## src/hdl/keypad_combination_lock_top_macros.svh

```systemverilog
// Assertion macros used by the keypad lock RTL (included by kcl_ctrl).
`ifndef KEYPAD_COMBINATION_LOCK_TOP_MACROS_SVH
`define KEYPAD_COMBINATION_LOCK_TOP_MACROS_SVH

`ifndef SYNTHESIS
// Same-cycle implication
`define KCL_ASSERT_IMPLY(name, clk, rst, ante, cons) \
  name: assert property (@(posedge clk) disable iff (rst) (ante) |-> (cons)) \
    else $error("keypad lock assertion failed");
// Next-cycle implication
`define KCL_ASSERT_NEXT(name, clk, rst, ante, cons) \
  name: assert property (@(posedge clk) disable iff (rst) (ante) |=> (cons)) \
    else $error("keypad lock assertion failed");
`else
`define KCL_ASSERT_IMPLY(name, clk, rst, ante, cons)
`define KCL_ASSERT_NEXT(name, clk, rst, ante, cons)
`endif

`endif

```

## src/hdl/kcl_pkg.sv

```systemverilog
// Shared codes and types for the keypad combination lock.
`timescale 1ns / 1ps

package kcl_pkg;

  localparam int KCL_MAX_DIGITS = 8;
  localparam logic [3:0] DEFAULT_ATTEMPTS = 4'd3;

  // Key codes
  localparam logic [4:0] KEY_DIGIT_MAX = 5'd9;
  localparam logic [4:0] KEY_A     = 5'd10;
  localparam logic [4:0] KEY_B     = 5'd11;
  localparam logic [4:0] KEY_C     = 5'd12;
  localparam logic [4:0] KEY_D     = 5'd13;
  localparam logic [4:0] KEY_STAR  = 5'd14;
  localparam logic [4:0] KEY_HASH  = 5'd15;
  localparam logic [4:0] KEY_OPEN  = 5'd16;
  localparam logic [4:0] KEY_CLOSE = 5'd17;

  // Lock modes
  localparam logic [2:0] MODE_IDLE     = 3'd0;
  localparam logic [2:0] MODE_SETUP    = 3'd1;
  localparam logic [2:0] MODE_VERIFY   = 3'd2;
  localparam logic [2:0] MODE_UNLOCKED = 3'd3;
  localparam logic [2:0] MODE_CHANGE   = 3'd4;
  localparam logic [2:0] MODE_LOCKOUT  = 3'd5;

  // Event codes
  localparam logic [3:0] EV_IGNORED = 4'd0;
  localparam logic [3:0] EV_TAKEN   = 4'd1;
  localparam logic [3:0] EV_DROPPED = 4'd2;
  localparam logic [3:0] EV_CLEARED = 4'd3;
  localparam logic [3:0] EV_STORED  = 4'd4;
  localparam logic [3:0] EV_CORRECT = 4'd5;
  localparam logic [3:0] EV_WRONG   = 4'd6;
  localparam logic [3:0] EV_LOCKOUT = 4'd7;
  localparam logic [3:0] EV_OPENED  = 4'd8;
  localparam logic [3:0] EV_CLOSED  = 4'd9;
  localparam logic [3:0] EV_STARTED = 4'd10;

  // Commands from the sequencer to the digit store
  typedef struct packed {
    logic wr_entry;
    logic rd;
    logic wr_stored;
  } mem_cmd_t;

endpackage

```

## src/hdl/kcl_digit_store.sv

```systemverilog
// Entry and password digit memories with the shared digit compare.
`timescale 1ns / 1ps

module kcl_digit_store #(
  parameter int MAX_DIGITS = kcl_pkg::KCL_MAX_DIGITS
) (
  input  logic                                      clk,
  input  kcl_pkg::mem_cmd_t                         cmd,
  input  logic [((MAX_DIGITS > 1) ? $clog2(MAX_DIGITS) : 1)-1:0] wr_idx,
  input  logic [3:0]                                wr_digit,
  input  logic [((MAX_DIGITS > 1) ? $clog2(MAX_DIGITS) : 1)-1:0] sweep_idx,
  output logic                                      digit_eq
);
  import kcl_pkg::*;

  logic [3:0] entry_mem  [MAX_DIGITS];
  logic [3:0] stored_mem [MAX_DIGITS];
  logic [3:0] entry_q;
  logic [3:0] stored_q;

  always_ff @(posedge clk) begin
    if (cmd.wr_entry) begin
      entry_mem[wr_idx] <= wr_digit;
    end
    if (cmd.rd) begin
      entry_q  <= entry_mem[sweep_idx];
      stored_q <= stored_mem[sweep_idx];
    end
    // copy the digit fetched in the previous cycle into the password
    if (cmd.wr_stored) begin
      stored_mem[sweep_idx] <= entry_q;
    end
  end

  assign digit_eq = (entry_q == stored_q);

endmodule

```

## src/hdl/kcl_ctrl.sv

```systemverilog
// Sequencer and lock state for the keypad combination lock.
`timescale 1ns / 1ps
`include "keypad_combination_lock_top_macros.svh"

module kcl_ctrl #(
  parameter int MAX_DIGITS = kcl_pkg::KCL_MAX_DIGITS
) (
  input  logic                                      clk,
  input  logic                                      rst,
  input  logic                                      in_valid,
  output logic                                      in_stall,
  input  logic [4:0]                                key,
  output logic                                      out_valid,
  input  logic                                      out_stall,
  output logic [2:0]                                mode,
  output logic                                      door_enable,
  output logic                                      echo_valid,
  output logic [3:0]                                echo_digit,
  output logic                                      echo_masked,
  output logic [3:0]                                attempts_left,
  output logic [3:0]                                event_res,
  input  logic                                      cfg_valid,
  output logic                                      cfg_ready,
  input  logic [3:0]                                cfg_data,
  output kcl_pkg::mem_cmd_t                         mem_cmd,
  output logic [((MAX_DIGITS > 1) ? $clog2(MAX_DIGITS) : 1)-1:0] wr_idx,
  output logic [3:0]                                wr_digit,
  output logic [((MAX_DIGITS > 1) ? $clog2(MAX_DIGITS) : 1)-1:0] sweep_idx,
  input  logic                                      digit_eq
);
  import kcl_pkg::*;

  localparam int IDX_W = (MAX_DIGITS > 1) ? $clog2(MAX_DIGITS) : 1;
  localparam int CNT_W = $clog2(MAX_DIGITS + 1);
  localparam logic [CNT_W-1:0] CNT_MAX = CNT_W'(MAX_DIGITS);

  typedef enum logic [4:0] {
    S_IDLE = 5'b00001,
    S_EXEC = 5'b00010,
    S_RD   = 5'b00100,
    S_CHK  = 5'b01000,
    S_DONE = 5'b10000
  } seq_state_t;

  seq_state_t       seq_state;
  logic [4:0]       key_q;
  logic [2:0]       lock_mode;
  logic             door_allowed;
  logic             mask_echo;
  logic [CNT_W-1:0] entry_count;
  logic [CNT_W-1:0] stored_length;
  logic             stored_valid;
  logic [3:0]       tries_left;
  logic [3:0]       max_attempts;
  logic [CNT_W-1:0] idx;
  logic             op_copy;
  logic [3:0]       ev;
  logic             ev_valid;
  logic [3:0]       ev_digit;
  logic             ev_mask;

  logic             entry_mode;
  logic             is_digit;
  logic             in_exec;
  logic             in_chk;
  logic [CNT_W-1:0] idx_inc;
  logic             last;
  logic             len_eq;
  logic             c_ok;
  logic             h_ok;
  logic             take_digit;
  logic             start_sweep;
  logic             store_fin;
  logic             correct_fin;
  logic             wrong_fin;
  logic [3:0]       tries_dec;
  logic             load_out;

  always_comb begin
    entry_mode  = (lock_mode == MODE_SETUP) || (lock_mode == MODE_VERIFY) ||
                  (lock_mode == MODE_CHANGE);
    is_digit    = (key_q <= KEY_DIGIT_MAX);
    in_exec     = (seq_state == S_EXEC);
    in_chk      = (seq_state == S_CHK);
    idx_inc     = idx + CNT_W'(1);
    last        = (idx_inc == entry_count);
    len_eq      = (entry_count == stored_length);
    c_ok        = (key_q == KEY_C) &&
                  ((lock_mode == MODE_SETUP) || (lock_mode == MODE_CHANGE));
    h_ok        = (key_q == KEY_HASH) && (lock_mode == MODE_VERIFY);
    take_digit  = in_exec && is_digit && entry_mode && (entry_count < CNT_MAX);
    start_sweep = in_exec && ((c_ok && (entry_count != '0)) ||
                              (h_ok && len_eq && (entry_count != '0)));
    store_fin   = (in_exec && c_ok && (entry_count == '0)) ||
                  (in_chk && op_copy && last);
    correct_fin = (in_exec && h_ok && len_eq && (entry_count == '0)) ||
                  (in_chk && !op_copy && digit_eq && last);
    wrong_fin   = (in_exec && h_ok && !len_eq) ||
                  (in_chk && !op_copy && !digit_eq);
    tries_dec   = (tries_left == 4'd0) ? 4'd0 : tries_left - 4'd1;
    load_out    = (seq_state == S_DONE) && (!out_valid || !out_stall);

    mem_cmd.wr_entry  = take_digit;
    mem_cmd.rd        = (seq_state == S_RD);
    mem_cmd.wr_stored = in_chk && op_copy;
  end

  assign wr_idx    = entry_count[IDX_W-1:0];
  assign wr_digit  = key_q[3:0];
  assign sweep_idx = idx[IDX_W-1:0];
  assign in_stall  = (seq_state != S_IDLE);
  assign cfg_ready = 1'b1;

  always_ff @(posedge clk) begin
    if (rst) begin
      seq_state     <= S_IDLE;
      lock_mode     <= MODE_IDLE;
      door_allowed  <= 1'b0;
      mask_echo     <= 1'b0;
      entry_count   <= '0;
      stored_length <= '0;
      stored_valid  <= 1'b0;
      tries_left    <= DEFAULT_ATTEMPTS;
      max_attempts  <= DEFAULT_ATTEMPTS;
      out_valid     <= 1'b0;
      op_copy       <= 1'b0;
      idx           <= '0;
    end else begin
      if (cfg_valid) begin
        max_attempts <= cfg_data;
      end

      // output register: load a finished item, drop one that was taken
      if (load_out) begin
        out_valid     <= 1'b1;
        mode          <= lock_mode;
        door_enable   <= door_allowed;
        echo_valid    <= ev_valid;
        echo_digit    <= ev_digit;
        echo_masked   <= ev_mask;
        attempts_left <= tries_left;
        event_res     <= ev;
      end else if (!out_stall) begin
        out_valid <= 1'b0;
      end

      case (seq_state)
        S_IDLE: begin
          if (in_valid) begin
            key_q     <= key;
            ev        <= EV_IGNORED;
            ev_valid  <= 1'b0;
            ev_digit  <= 4'd0;
            ev_mask   <= 1'b0;
            seq_state <= S_EXEC;
          end
        end
        S_EXEC: begin
          if (start_sweep) begin
            idx       <= '0;
            op_copy   <= c_ok;
            seq_state <= S_RD;
          end else begin
            seq_state <= S_DONE;
            if (is_digit) begin
              if (entry_mode) begin
                if (take_digit) begin
                  entry_count <= entry_count + CNT_W'(1);
                  ev          <= EV_TAKEN;
                  ev_valid    <= 1'b1;
                  ev_digit    <= key_q[3:0];
                  ev_mask     <= mask_echo;
                end else begin
                  ev <= EV_DROPPED;
                end
              end
            end else begin
              case (key_q)
                KEY_A: begin
                  if ((lock_mode == MODE_UNLOCKED) || (lock_mode == MODE_CHANGE)) begin
                    lock_mode   <= MODE_CHANGE;
                    mask_echo   <= 1'b0;
                    entry_count <= '0;
                    ev          <= EV_STARTED;
                  end
                end
                KEY_B: begin
                  if ((lock_mode == MODE_UNLOCKED) || (lock_mode == MODE_CHANGE)) begin
                    door_allowed <= 1'b0;
                    entry_count  <= '0;
                    lock_mode    <= MODE_IDLE;
                    ev           <= EV_CLOSED;
                  end
                end
                KEY_D: begin
                  if (entry_mode) begin
                    entry_count <= '0;
                    ev          <= EV_CLEARED;
                  end
                end
                KEY_STAR: begin
                  if (lock_mode == MODE_IDLE) begin
                    entry_count <= '0;
                    lock_mode   <= stored_valid ? MODE_VERIFY : MODE_SETUP;
                    mask_echo   <= stored_valid;
                    ev          <= EV_STARTED;
                  end
                end
                KEY_OPEN: begin
                  door_allowed <= 1'b1;
                  ev           <= EV_OPENED;
                end
                KEY_CLOSE: begin
                  door_allowed <= 1'b0;
                  entry_count  <= '0;
                  lock_mode    <= MODE_IDLE;
                  ev           <= EV_CLOSED;
                end
                default: begin
                  // C and hash finish below; other codes are ignored
                end
              endcase
            end
          end
        end
        S_RD: begin
          seq_state <= S_CHK;
        end
        S_CHK: begin
          if (store_fin || correct_fin || wrong_fin) begin
            seq_state <= S_DONE;
          end else begin
            idx       <= idx_inc;
            seq_state <= S_RD;
          end
        end
        S_DONE: begin
          if (load_out) begin
            seq_state <= S_IDLE;
          end
        end
        default: begin
          seq_state <= S_IDLE;
        end
      endcase

      if (store_fin) begin
        stored_length <= entry_count;
        stored_valid  <= 1'b1;
        tries_left    <= max_attempts;
        entry_count   <= '0;
        ev            <= EV_STORED;
        if (lock_mode == MODE_SETUP) begin
          lock_mode <= MODE_VERIFY;
          mask_echo <= 1'b1;
        end else begin
          lock_mode <= MODE_IDLE;
        end
      end

      if (correct_fin) begin
        lock_mode    <= MODE_UNLOCKED;
        door_allowed <= 1'b1;
        ev           <= EV_CORRECT;
      end

      if (wrong_fin) begin
        door_allowed <= 1'b0;
        entry_count  <= '0;
        tries_left   <= tries_dec;
        if (tries_dec == 4'd0) begin
          lock_mode <= MODE_LOCKOUT;
          ev        <= EV_LOCKOUT;
        end else begin
          ev <= EV_WRONG;
        end
      end
    end
  end

  `KCL_ASSERT_IMPLY(a_count_bound, clk, rst, 1'b1, entry_count <= CNT_MAX)
  `KCL_ASSERT_IMPLY(a_sweep_in_range, clk, rst, mem_cmd.rd || in_chk, idx < entry_count)
  `KCL_ASSERT_IMPLY(a_lockout_empty, clk, rst, lock_mode == MODE_LOCKOUT, tries_left == 4'd0)
  `KCL_ASSERT_IMPLY(a_result_from_done, clk, rst, $rose(out_valid), $past(seq_state) == S_DONE)
  `KCL_ASSERT_NEXT(a_accept_starts, clk, rst, (seq_state == S_IDLE) && in_valid, seq_state == S_EXEC)

endmodule

```

## src/hdl/keypad_combination_lock_top.sv

```systemverilog
// Keypad combination lock top level: one key press in, one status item out.
// Each key is latched, executed and finished before its status item is
// registered; a hash or C key over an n-digit entry first sweeps the digits,
// reading and then comparing or copying each one. No new key is taken until
// the last one's item is loaded, which out_stall can hold. Synchronous reset
// clears mode to idle, attempts to 3 and the password flag; digits are not.
`timescale 1ns / 1ps

module keypad_combination_lock_top #(
  parameter int MAX_DIGITS = kcl_pkg::KCL_MAX_DIGITS
) (
  input  logic       clk,
  input  logic       rst,
  input  logic       in_valid,
  output logic       in_stall,
  input  logic [4:0] key,
  output logic       out_valid,
  input  logic       out_stall,
  output logic [2:0] mode,
  output logic       door_enable,
  output logic       echo_valid,
  output logic [3:0] echo_digit,
  output logic       echo_masked,
  output logic [3:0] attempts_left,
  output logic [3:0] event_res,
  input  logic       cfg_valid,
  output logic       cfg_ready,
  input  logic [3:0] cfg_data
);
  import kcl_pkg::*;

  localparam int IDX_W = (MAX_DIGITS > 1) ? $clog2(MAX_DIGITS) : 1;

  mem_cmd_t         mem_cmd;
  logic [IDX_W-1:0] wr_idx;
  logic [3:0]       wr_digit;
  logic [IDX_W-1:0] sweep_idx;
  logic             digit_eq;

  kcl_ctrl #(
    .MAX_DIGITS(MAX_DIGITS)
  ) u_ctrl (
    .clk           (clk),
    .rst           (rst),
    .in_valid      (in_valid),
    .in_stall      (in_stall),
    .key           (key),
    .out_valid     (out_valid),
    .out_stall     (out_stall),
    .mode          (mode),
    .door_enable   (door_enable),
    .echo_valid    (echo_valid),
    .echo_digit    (echo_digit),
    .echo_masked   (echo_masked),
    .attempts_left (attempts_left),
    .event_res     (event_res),
    .cfg_valid     (cfg_valid),
    .cfg_ready     (cfg_ready),
    .cfg_data      (cfg_data),
    .mem_cmd       (mem_cmd),
    .wr_idx        (wr_idx),
    .wr_digit      (wr_digit),
    .sweep_idx     (sweep_idx),
    .digit_eq      (digit_eq)
  );

  kcl_digit_store #(
    .MAX_DIGITS(MAX_DIGITS)
  ) u_digit_store (
    .clk       (clk),
    .cmd       (mem_cmd),
    .wr_idx    (wr_idx),
    .wr_digit  (wr_digit),
    .sweep_idx (sweep_idx),
    .digit_eq  (digit_eq)
  );

endmodule
```

## config.mk

```make
export PLATFORM = sky130hd
export DESIGN_NAME = keypad_combination_lock_top
export DESIGN_NICKNAME = d
export VERILOG_FILES = /design/src/hdl/kcl_pkg.sv /design/src/hdl/kcl_digit_store.sv /design/src/hdl/kcl_ctrl.sv /design/src/hdl/keypad_combination_lock_top.sv
export VERILOG_INCLUDE_DIRS = /design/src /design/src/hdl
export SDC_FILE = /design/constraint.sdc
export NUM_CORES = 1
export LEC_CHECK = 0
export BUFFER_PORTS_ARGS = -buffer_cell sky130_fd_sc_hd__buf_2
export CAP_MARGIN = 20
export CORE_ASPECT_RATIO = 0.8
export CORE_MARGIN = 10
export CORE_UTILIZATION = 30
export CTS_CLUSTER_SIZE = 25
export DETAILED_ROUTE_END_ITERATION = 10
export SYNTH_ARGS = -nofsm -noshare
export SYNTH_HDL_FRONTEND = slang
export SYNTH_SLANG_ARGS = --single-unit
export TNS_END_PERCENT = 10
```

## constraint.sdc

```tcl
create_clock -name clk -period 3 [get_ports clk]
set_input_delay 0.15 -clock clk [delete_from_list [all_inputs] [get_ports clk]]
set_output_delay 0.15 -clock clk [all_outputs]
set_load 0.02 [all_outputs]
```

Word level (Yosys, flattened, before mapping)
Memories as Yosys holds them, arrays and structs flattened. A register that Yosys moved wholly into a read port is not among the register bits. Index checks and enable logic that the tools add are counted.

Flip-flop bits (word level): 66. Bits in writable memories: 64. Bits of input ports: 14. Output and inout port bits: 21. Logic and storage cells: 223. Memories kept: 2.

Add/sub/neg operators: 3. Magnitude comparators: 2. Equal/unequal tests: 46. Multiplexer cells: 82. Bitwise logic cells: 2. Reductions and logical operators: 62.

Memories: u_digit_store.entry_mem (words 8, width 4, rd ports 1, clocked after memory_dff 1, wr ports 1, RTL line kcl_digit_store.sv:16) `logic [3:0] entry_mem [MAX_DIGITS];`; u_digit_store.stored_mem (words 8, width 4, rd ports 1, clocked after memory_dff 1, wr ports 1, RTL line kcl_digit_store.sv:17) `logic [3:0] stored_mem [MAX_DIGITS];`.

Operators by type and width (number): $mux W4 (26); $eq A5 B4 Y1 const B (7); $mux W3 (10); $mux W1 (28); $pmux W5 S5 (1); $pmux W4 S2 (3); $pmux W4 S6 (1); $logic_and A1 B1 Y1 (22); $ne A7 B6 Y1 const B (3); $mux W5 (4); $ne A2 B2 Y1 const B (8); $pmux W4 S4 (1); $eq A5 B5 Y1 const B (3); $eq A4 B4 Y1 (3); $logic_not A4 Y1 (3); $ne A2 B1 Y1 const B (6); $ne A6 B5 Y1 const B (2); $pmux W3 S4 (1); $logic_or A1 B1 Y1 (11); $ne A11 B10 Y1 const B (1); $reduce_and A10 Y1 (1); $reduce_bool A5 Y1 (2); $ne A3 B1 Y1 const B (3); $add A4 B1 Y4 const B (2); other kinds (27) (45).

Logic depth before layout (Yosys ltp)
Word-level depth: 13. Gate-level depth with buffers: 10. Gate-level depth less buffers: 8.

By module
Synthesis repeated with hierarchy kept, for this count alone.

Cells, all modules: 499. Area total of the unflattened synthesis: 6417.4 um^2.

Modules (own cells, without submodules): kcl_ctrl (instances 1, cells each 352, area each 3507.1 um^2); kcl_digit_store (instances 1, cells each 147, area each 2910.3 um^2).

Worst setup path after synthesis
No wires, ideal clock.

Kind: register -> register. Start point: register u_ctrl.seq_state[2]. End point: register u_ctrl.attempts_left[0] (enable). Library setup time: 0.420 ns. Data arrival time: 2.098 ns. Required time: 2.580 ns. Path slack: 0.482 ns. Stages on the path, launching flop included: 4. Buffers on the path: 0. Period minus slack after synthesis: 2.518 ns. Path through: dfxtp_1 nor3_1 nand3b_1 nor3b_1.

Cells in the longest elaborated chain, start to end: 3.

RTL lines: from (decl) (RTL line kcl_ctrl.sv:45) `seq_state_t seq_state;`; from (signal assigned) (RTL line kcl_ctrl.sv:116) `seq_state <= S_IDLE;`; from (signal assigned) (RTL line kcl_ctrl.sv:155) `seq_state <= S_EXEC;`; from (signal assigned) (RTL line kcl_ctrl.sv:162) `seq_state <= S_RD;`; $eq A5 B5 Y1 (RTL line kcl_ctrl.sv:101) `load_out = (seq_state == S_DONE) && (!out_valid || !out_stall);`; $logic_and A1 B1 Y1 (RTL line kcl_ctrl.sv:101); $reduce_and A2 Y1 (no source line); to (signal assigned) (RTL line kcl_ctrl.sv:141) `attempts_left <= tries_left;`; to (decl) (RTL line kcl_ctrl.sv:20) `output logic [3:0] attempts_left,`.

No other way between the ends. A chain may end at the register's enable or synchronous reset.

Worst setup path in the final report
Start point: register u_ctrl.entry_count[0]. End point: register u_ctrl.tries_left[2].

Cells in the longest elaborated chain, start to end: 5. Elaborated cells between the ends (all ways): 11. Those cells by class: 2 x eq/ne; 1 x mux; 8 x reduce/logical.

RTL lines: from (decl) (RTL line kcl_ctrl.sv:50) `logic [CNT_W-1:0] entry_count;`; from (signal assigned) (RTL line kcl_ctrl.sv:168) `entry_count <= entry_count + CNT_W'(1);`; $eq A4 B4 Y1 (RTL line kcl_ctrl.sv:87) `len_eq = (entry_count == stored_length);`; $logic_not A1 Y1 (RTL line kcl_ctrl.sv:98) `wrong_fin = (in_exec && h_ok && !len_eq) ||`; $logic_and A1 B1 Y1 (RTL line kcl_ctrl.sv:98); $logic_or A1 B1 Y1 (RTL line kcl_ctrl.sv:98); $mux W4 / $reduce_bool A2 Y1 (equally long branches); to (signal assigned) (RTL line kcl_ctrl.sv:250) `tries_left <= max_attempts;`; to (signal assigned) (RTL line kcl_ctrl.sv:270) `tries_left <= tries_dec;`; to (decl) (RTL line kcl_ctrl.sv:53) `logic [3:0] tries_left;`.

Several ways; a longest one is shown, not always the timed one.

==> impl_metrics.py <==
metrics = {
    "run_status": {
        "status": "complete, no violations",
    },
    "synth": {
        "ys_ff_latch": 138,
        "yosysWarnings": 0,
        "avgSynthCellArea_um2": 12.3,
        "synth_edf_count": 105,
        "syn_area_um2": 6230,
        "synth_cell_type_count": 86,
        "ys_seq_area_share_pct": 61.2,
        "async_reset_ff_share_pct": 0,
        "syn-instance-count": 507,
        "syn_nets": 524,
        "synth_top_flop_cell": "edfxtp_1",
    },
    "clock_tree": {
        "cts_buffer_depth": 2,
        "cts_hold_buf": 9,
        "root_buffer": "clkbuf_16",
        "cts_sinks": 138,
        "cts_tree": "done",
        "postCtsSetupBuffers": 0,
        "clk_pin_slew_ns": 0.06,
        "htreeDepth": 4,
        "cts_buffers": 17,
        "cts_resized": 0,
        "clock_latency_ns": 0.43,
    },
    "routing": {
        "routed_wl_um": 14700,
        "wl_met3_um": 1170,
        "first_pass_iters": 5,
        "wl_met2_um": 6150,
        "routedWlPerCell_um": 17.6,
        "drc_errors": 0,
        "top_layer": "met4",
        "via_count": 4366,
        "drtAntennaViolNets": 0,
        "drt-initial-drc-count": 425,
        "viasPerCell": 5.22,
        "met1Wirelength_um": 7230,
    },
    "global_routing": {
        "grt_max_degree": 27,
        "grt-ovfl-total": 0,
        "grt_pass1_wl_um": 23800,
        "antenna_found_initial": 0,
        "grt_use_total_pct": 11.1,
        "grt_pass1_vias": 4188,
    },
    "sta": {
        "worst-slew-pin-transition_ns": 0.753,
        "fin_crit_ns": 2.64,
        "final-setup-viol-count": 0,
        "final-hold-violation-count": 0,
        "setup_tns_ns": 0,
        "slew_headroom_pct": 49.4,
        "setup_slack_ns": 0.355,
        "fin_crit_sh_pct": 88.2,
        "fmax_mhz": 378,
        "drv_slew": 0,
        "rsz0062_at_grt": "false",
        "fin_skew_ns": 0.0104,
    },
    "cells_and_area": {
        "layout_common_cells": "edfxtp_1 (105), nor2_1 (42), nand2_1 (39), buf_2 (33), dfxtp_1 (33)",
        "drive_gt1_share_pct": 19.5,
        "seqCellArea_um2": 3810,
        "fillers": 1977,
        "nets": 572,
        "syn2layout_area_growth_pct": 18.6,
        "fin_area_um2": 7390,
        "multi_input_area_um2": 2230,
        "layout_commonest_cell": "edfxtp_1",
        "diodes": 0,
    },
    "placement": {
        "io_buffers": 33,
        "post-place-ws_ns": 0.426,
        "dpl-instance-area_um2": 6720,
        "gp_congestion": 0.903,
        "dpl.hpwl_um": 10500,
    },
    "hold_path": {
        "hold_path.class": "input pin to register",
    },
    "critical_path": {
        "critical_path_class": "register to register",
        "worstPathArrival_ns": 2.96,
        "critPathTopFamily": "simple AND/OR/NAND/NOR gates",
        "critPathSlowestCell": "or2_2",
        "start_kind": "register",
        "worstSetupEndpointType": "register",
        "critPathRequiredTime_ns": 3.32,
        "cp_max_fo": 11,
        "cp_cell_sequence": "inv_1 > ha_1 > nor3b_2 > nand3_1 > or2_2 > and2_1 > mux2_1 > o21a_1",
        "crit_path_max_incr_delay_ns": 0.42,
        "crit_buf_inv": 1,
    },
    "die": {
        "core_area_um2": 20600,
        "design.die.area_um2": 27000,
        "start_util_pct": 30.3,
        "rows": 47,
        "die_w_um": 181,
        "io-pin-count": 35,
        "die_h_um": 149,
    },
    "power_and_ir_drop": {
        "vdd_drop_max_mv": 0.535,
        "power.density_nw_per_um2": 585,
        "p_leak_uw": 0.00254,
    },
    "job": {
        "maxCapViolCount": 0,
    },
}
## worst paths after layout
check                                          start                                 to  slack, ns  cells past startpoint
hold reg to reg               u_ctrl.ev[0]$_DFFE_PP_      u_ctrl.event_res[0]$_DFFE_PP_       0.42                      0
setup / recovery  u_ctrl.entry_count[0]$_SDFFE_PP0P_  u_ctrl.tries_left[2]$_SDFFE_PP0P_       0.36                      8
hold / removal                             out_stall      u_ctrl.out_valid$_SDFFE_PP0P_       0.02                      3
setup reg to reg  u_ctrl.entry_count[0]$_SDFFE_PP0P_  u_ctrl.tries_left[2]$_SDFFE_PP0P_       0.36                      8
## worst register-to-register path, cell delays in order, from the launching register on
cell and delay (ns):
dfxtp_1 0.38, inv_1 0.18, ha_1 0.18, nor3b_2 0.23, nand3_1 0.30, or2_2 0.42
and2_1 0.31, mux2_1 0.38, o21a_1 0.17
## logic make-up after synthesis
kind of cell	Yosys count	share of synthesized area [%]
AND/OR/NAND/NOR	171	15.6
flip-flops	138	61.2
AO/OA/AOI/OAI	114	12.8
buffers and inverters	43	3.05
multiplexers	21	4.30
XOR/XNOR	16	2.47
adder cells (fa/ha/maj)	3	0.602
other	1	0.0602
## per-stage QoR
stage	utilization (%)	hold slack [ns]	total power, µW	instances
2_1_floorplan	-	0.249	2230	507
3_3_place_gp	32.7	0.346	2280	796
3_5_place_dp	32.7	0.345	2290	796
4_1_cts	35.9	0.00710	4370	837
5_1_grt	35.9	0.0374	4470	837
6_report	35.9	0.0219	4320	837
## cell type report
class	instances	share of cell area (%)
Timing Repair Buffer	58	5.08
Clock inverter	14	2.06
Clock buffer	18	5.80
Sequential cell	138	51.6
Inverter	14	0.711
Tap cell	269	4.55
Multi-Input combinational cell	326	30.2
## cell usage after synthesis, drive strengths merged (4+ instances only)
cell type	number	area share, %
nor2b	6	0.60
nand2b	5	0.50
a22oi	4	0.48
o21ai	20	1.6
mux2	6	1.1
o221ai	4	0.56
clkbuf	13	0.78
xor2	7	0.98
nand3b	4	0.54
dfxtp	33	11
or4	4	0.66
mux2i	11	1.8
o31a	4	0.56
nor3b	5	0.76
edfxtp	105	51
a221oi	9	1.3
nor3	19	1.9
nor2	42	2.5
and3	9	0.90
mux4	4	1.4
nand2	40	2.4
a31oi	5	0.50
nand4	4	0.40
xnor2	8	1.1
a21oi	30	2.4
and2	7	0.70
buf	16	1.4
nand3	8	0.64
a211oi	4	0.56
inv	12	0.72
## sequential cells by signal, indices dropped and copies added (netlist names), 3 cells and up
signal / cells
u_ctrl.ev: 4
u_ctrl.stored_length: 4
u_ctrl.event_res: 4
u_ctrl.echo_digit: 4
u_ctrl.mode: 3
u_ctrl.idx: 4
u_ctrl.lock_mode: 3
u_ctrl.seq_state: 5
u_digit_store.stored_mem: 32
u_ctrl.ev_digit: 4
u_digit_store.entry_q: 4
u_ctrl.attempts_left: 4
u_ctrl.max_attempts: 4
u_ctrl.key_q: 5
u_ctrl.tries_left: 4
u_digit_store.entry_mem: 32
u_digit_store.stored_q: 4
u_ctrl.entry_count: 4
## routing by layer
layer,up-vias,GRT usage [%]
li1,2038,-
met4,0,3.98
met5,-,0
met2,178,15.0
met3,13,3.76
met1,2137,16.0
## power breakdown
group | leakage, µW | internal [µW] | switching (µW) | total [µW]
clock | 0.000290 | 1290 | 774 | 2070
sequential | 0.00122 | 2070 | 18.7 | 2090
combinational | 0.00103 | 60.5 | 110 | 170
Power figures use the tool's default switching activity.
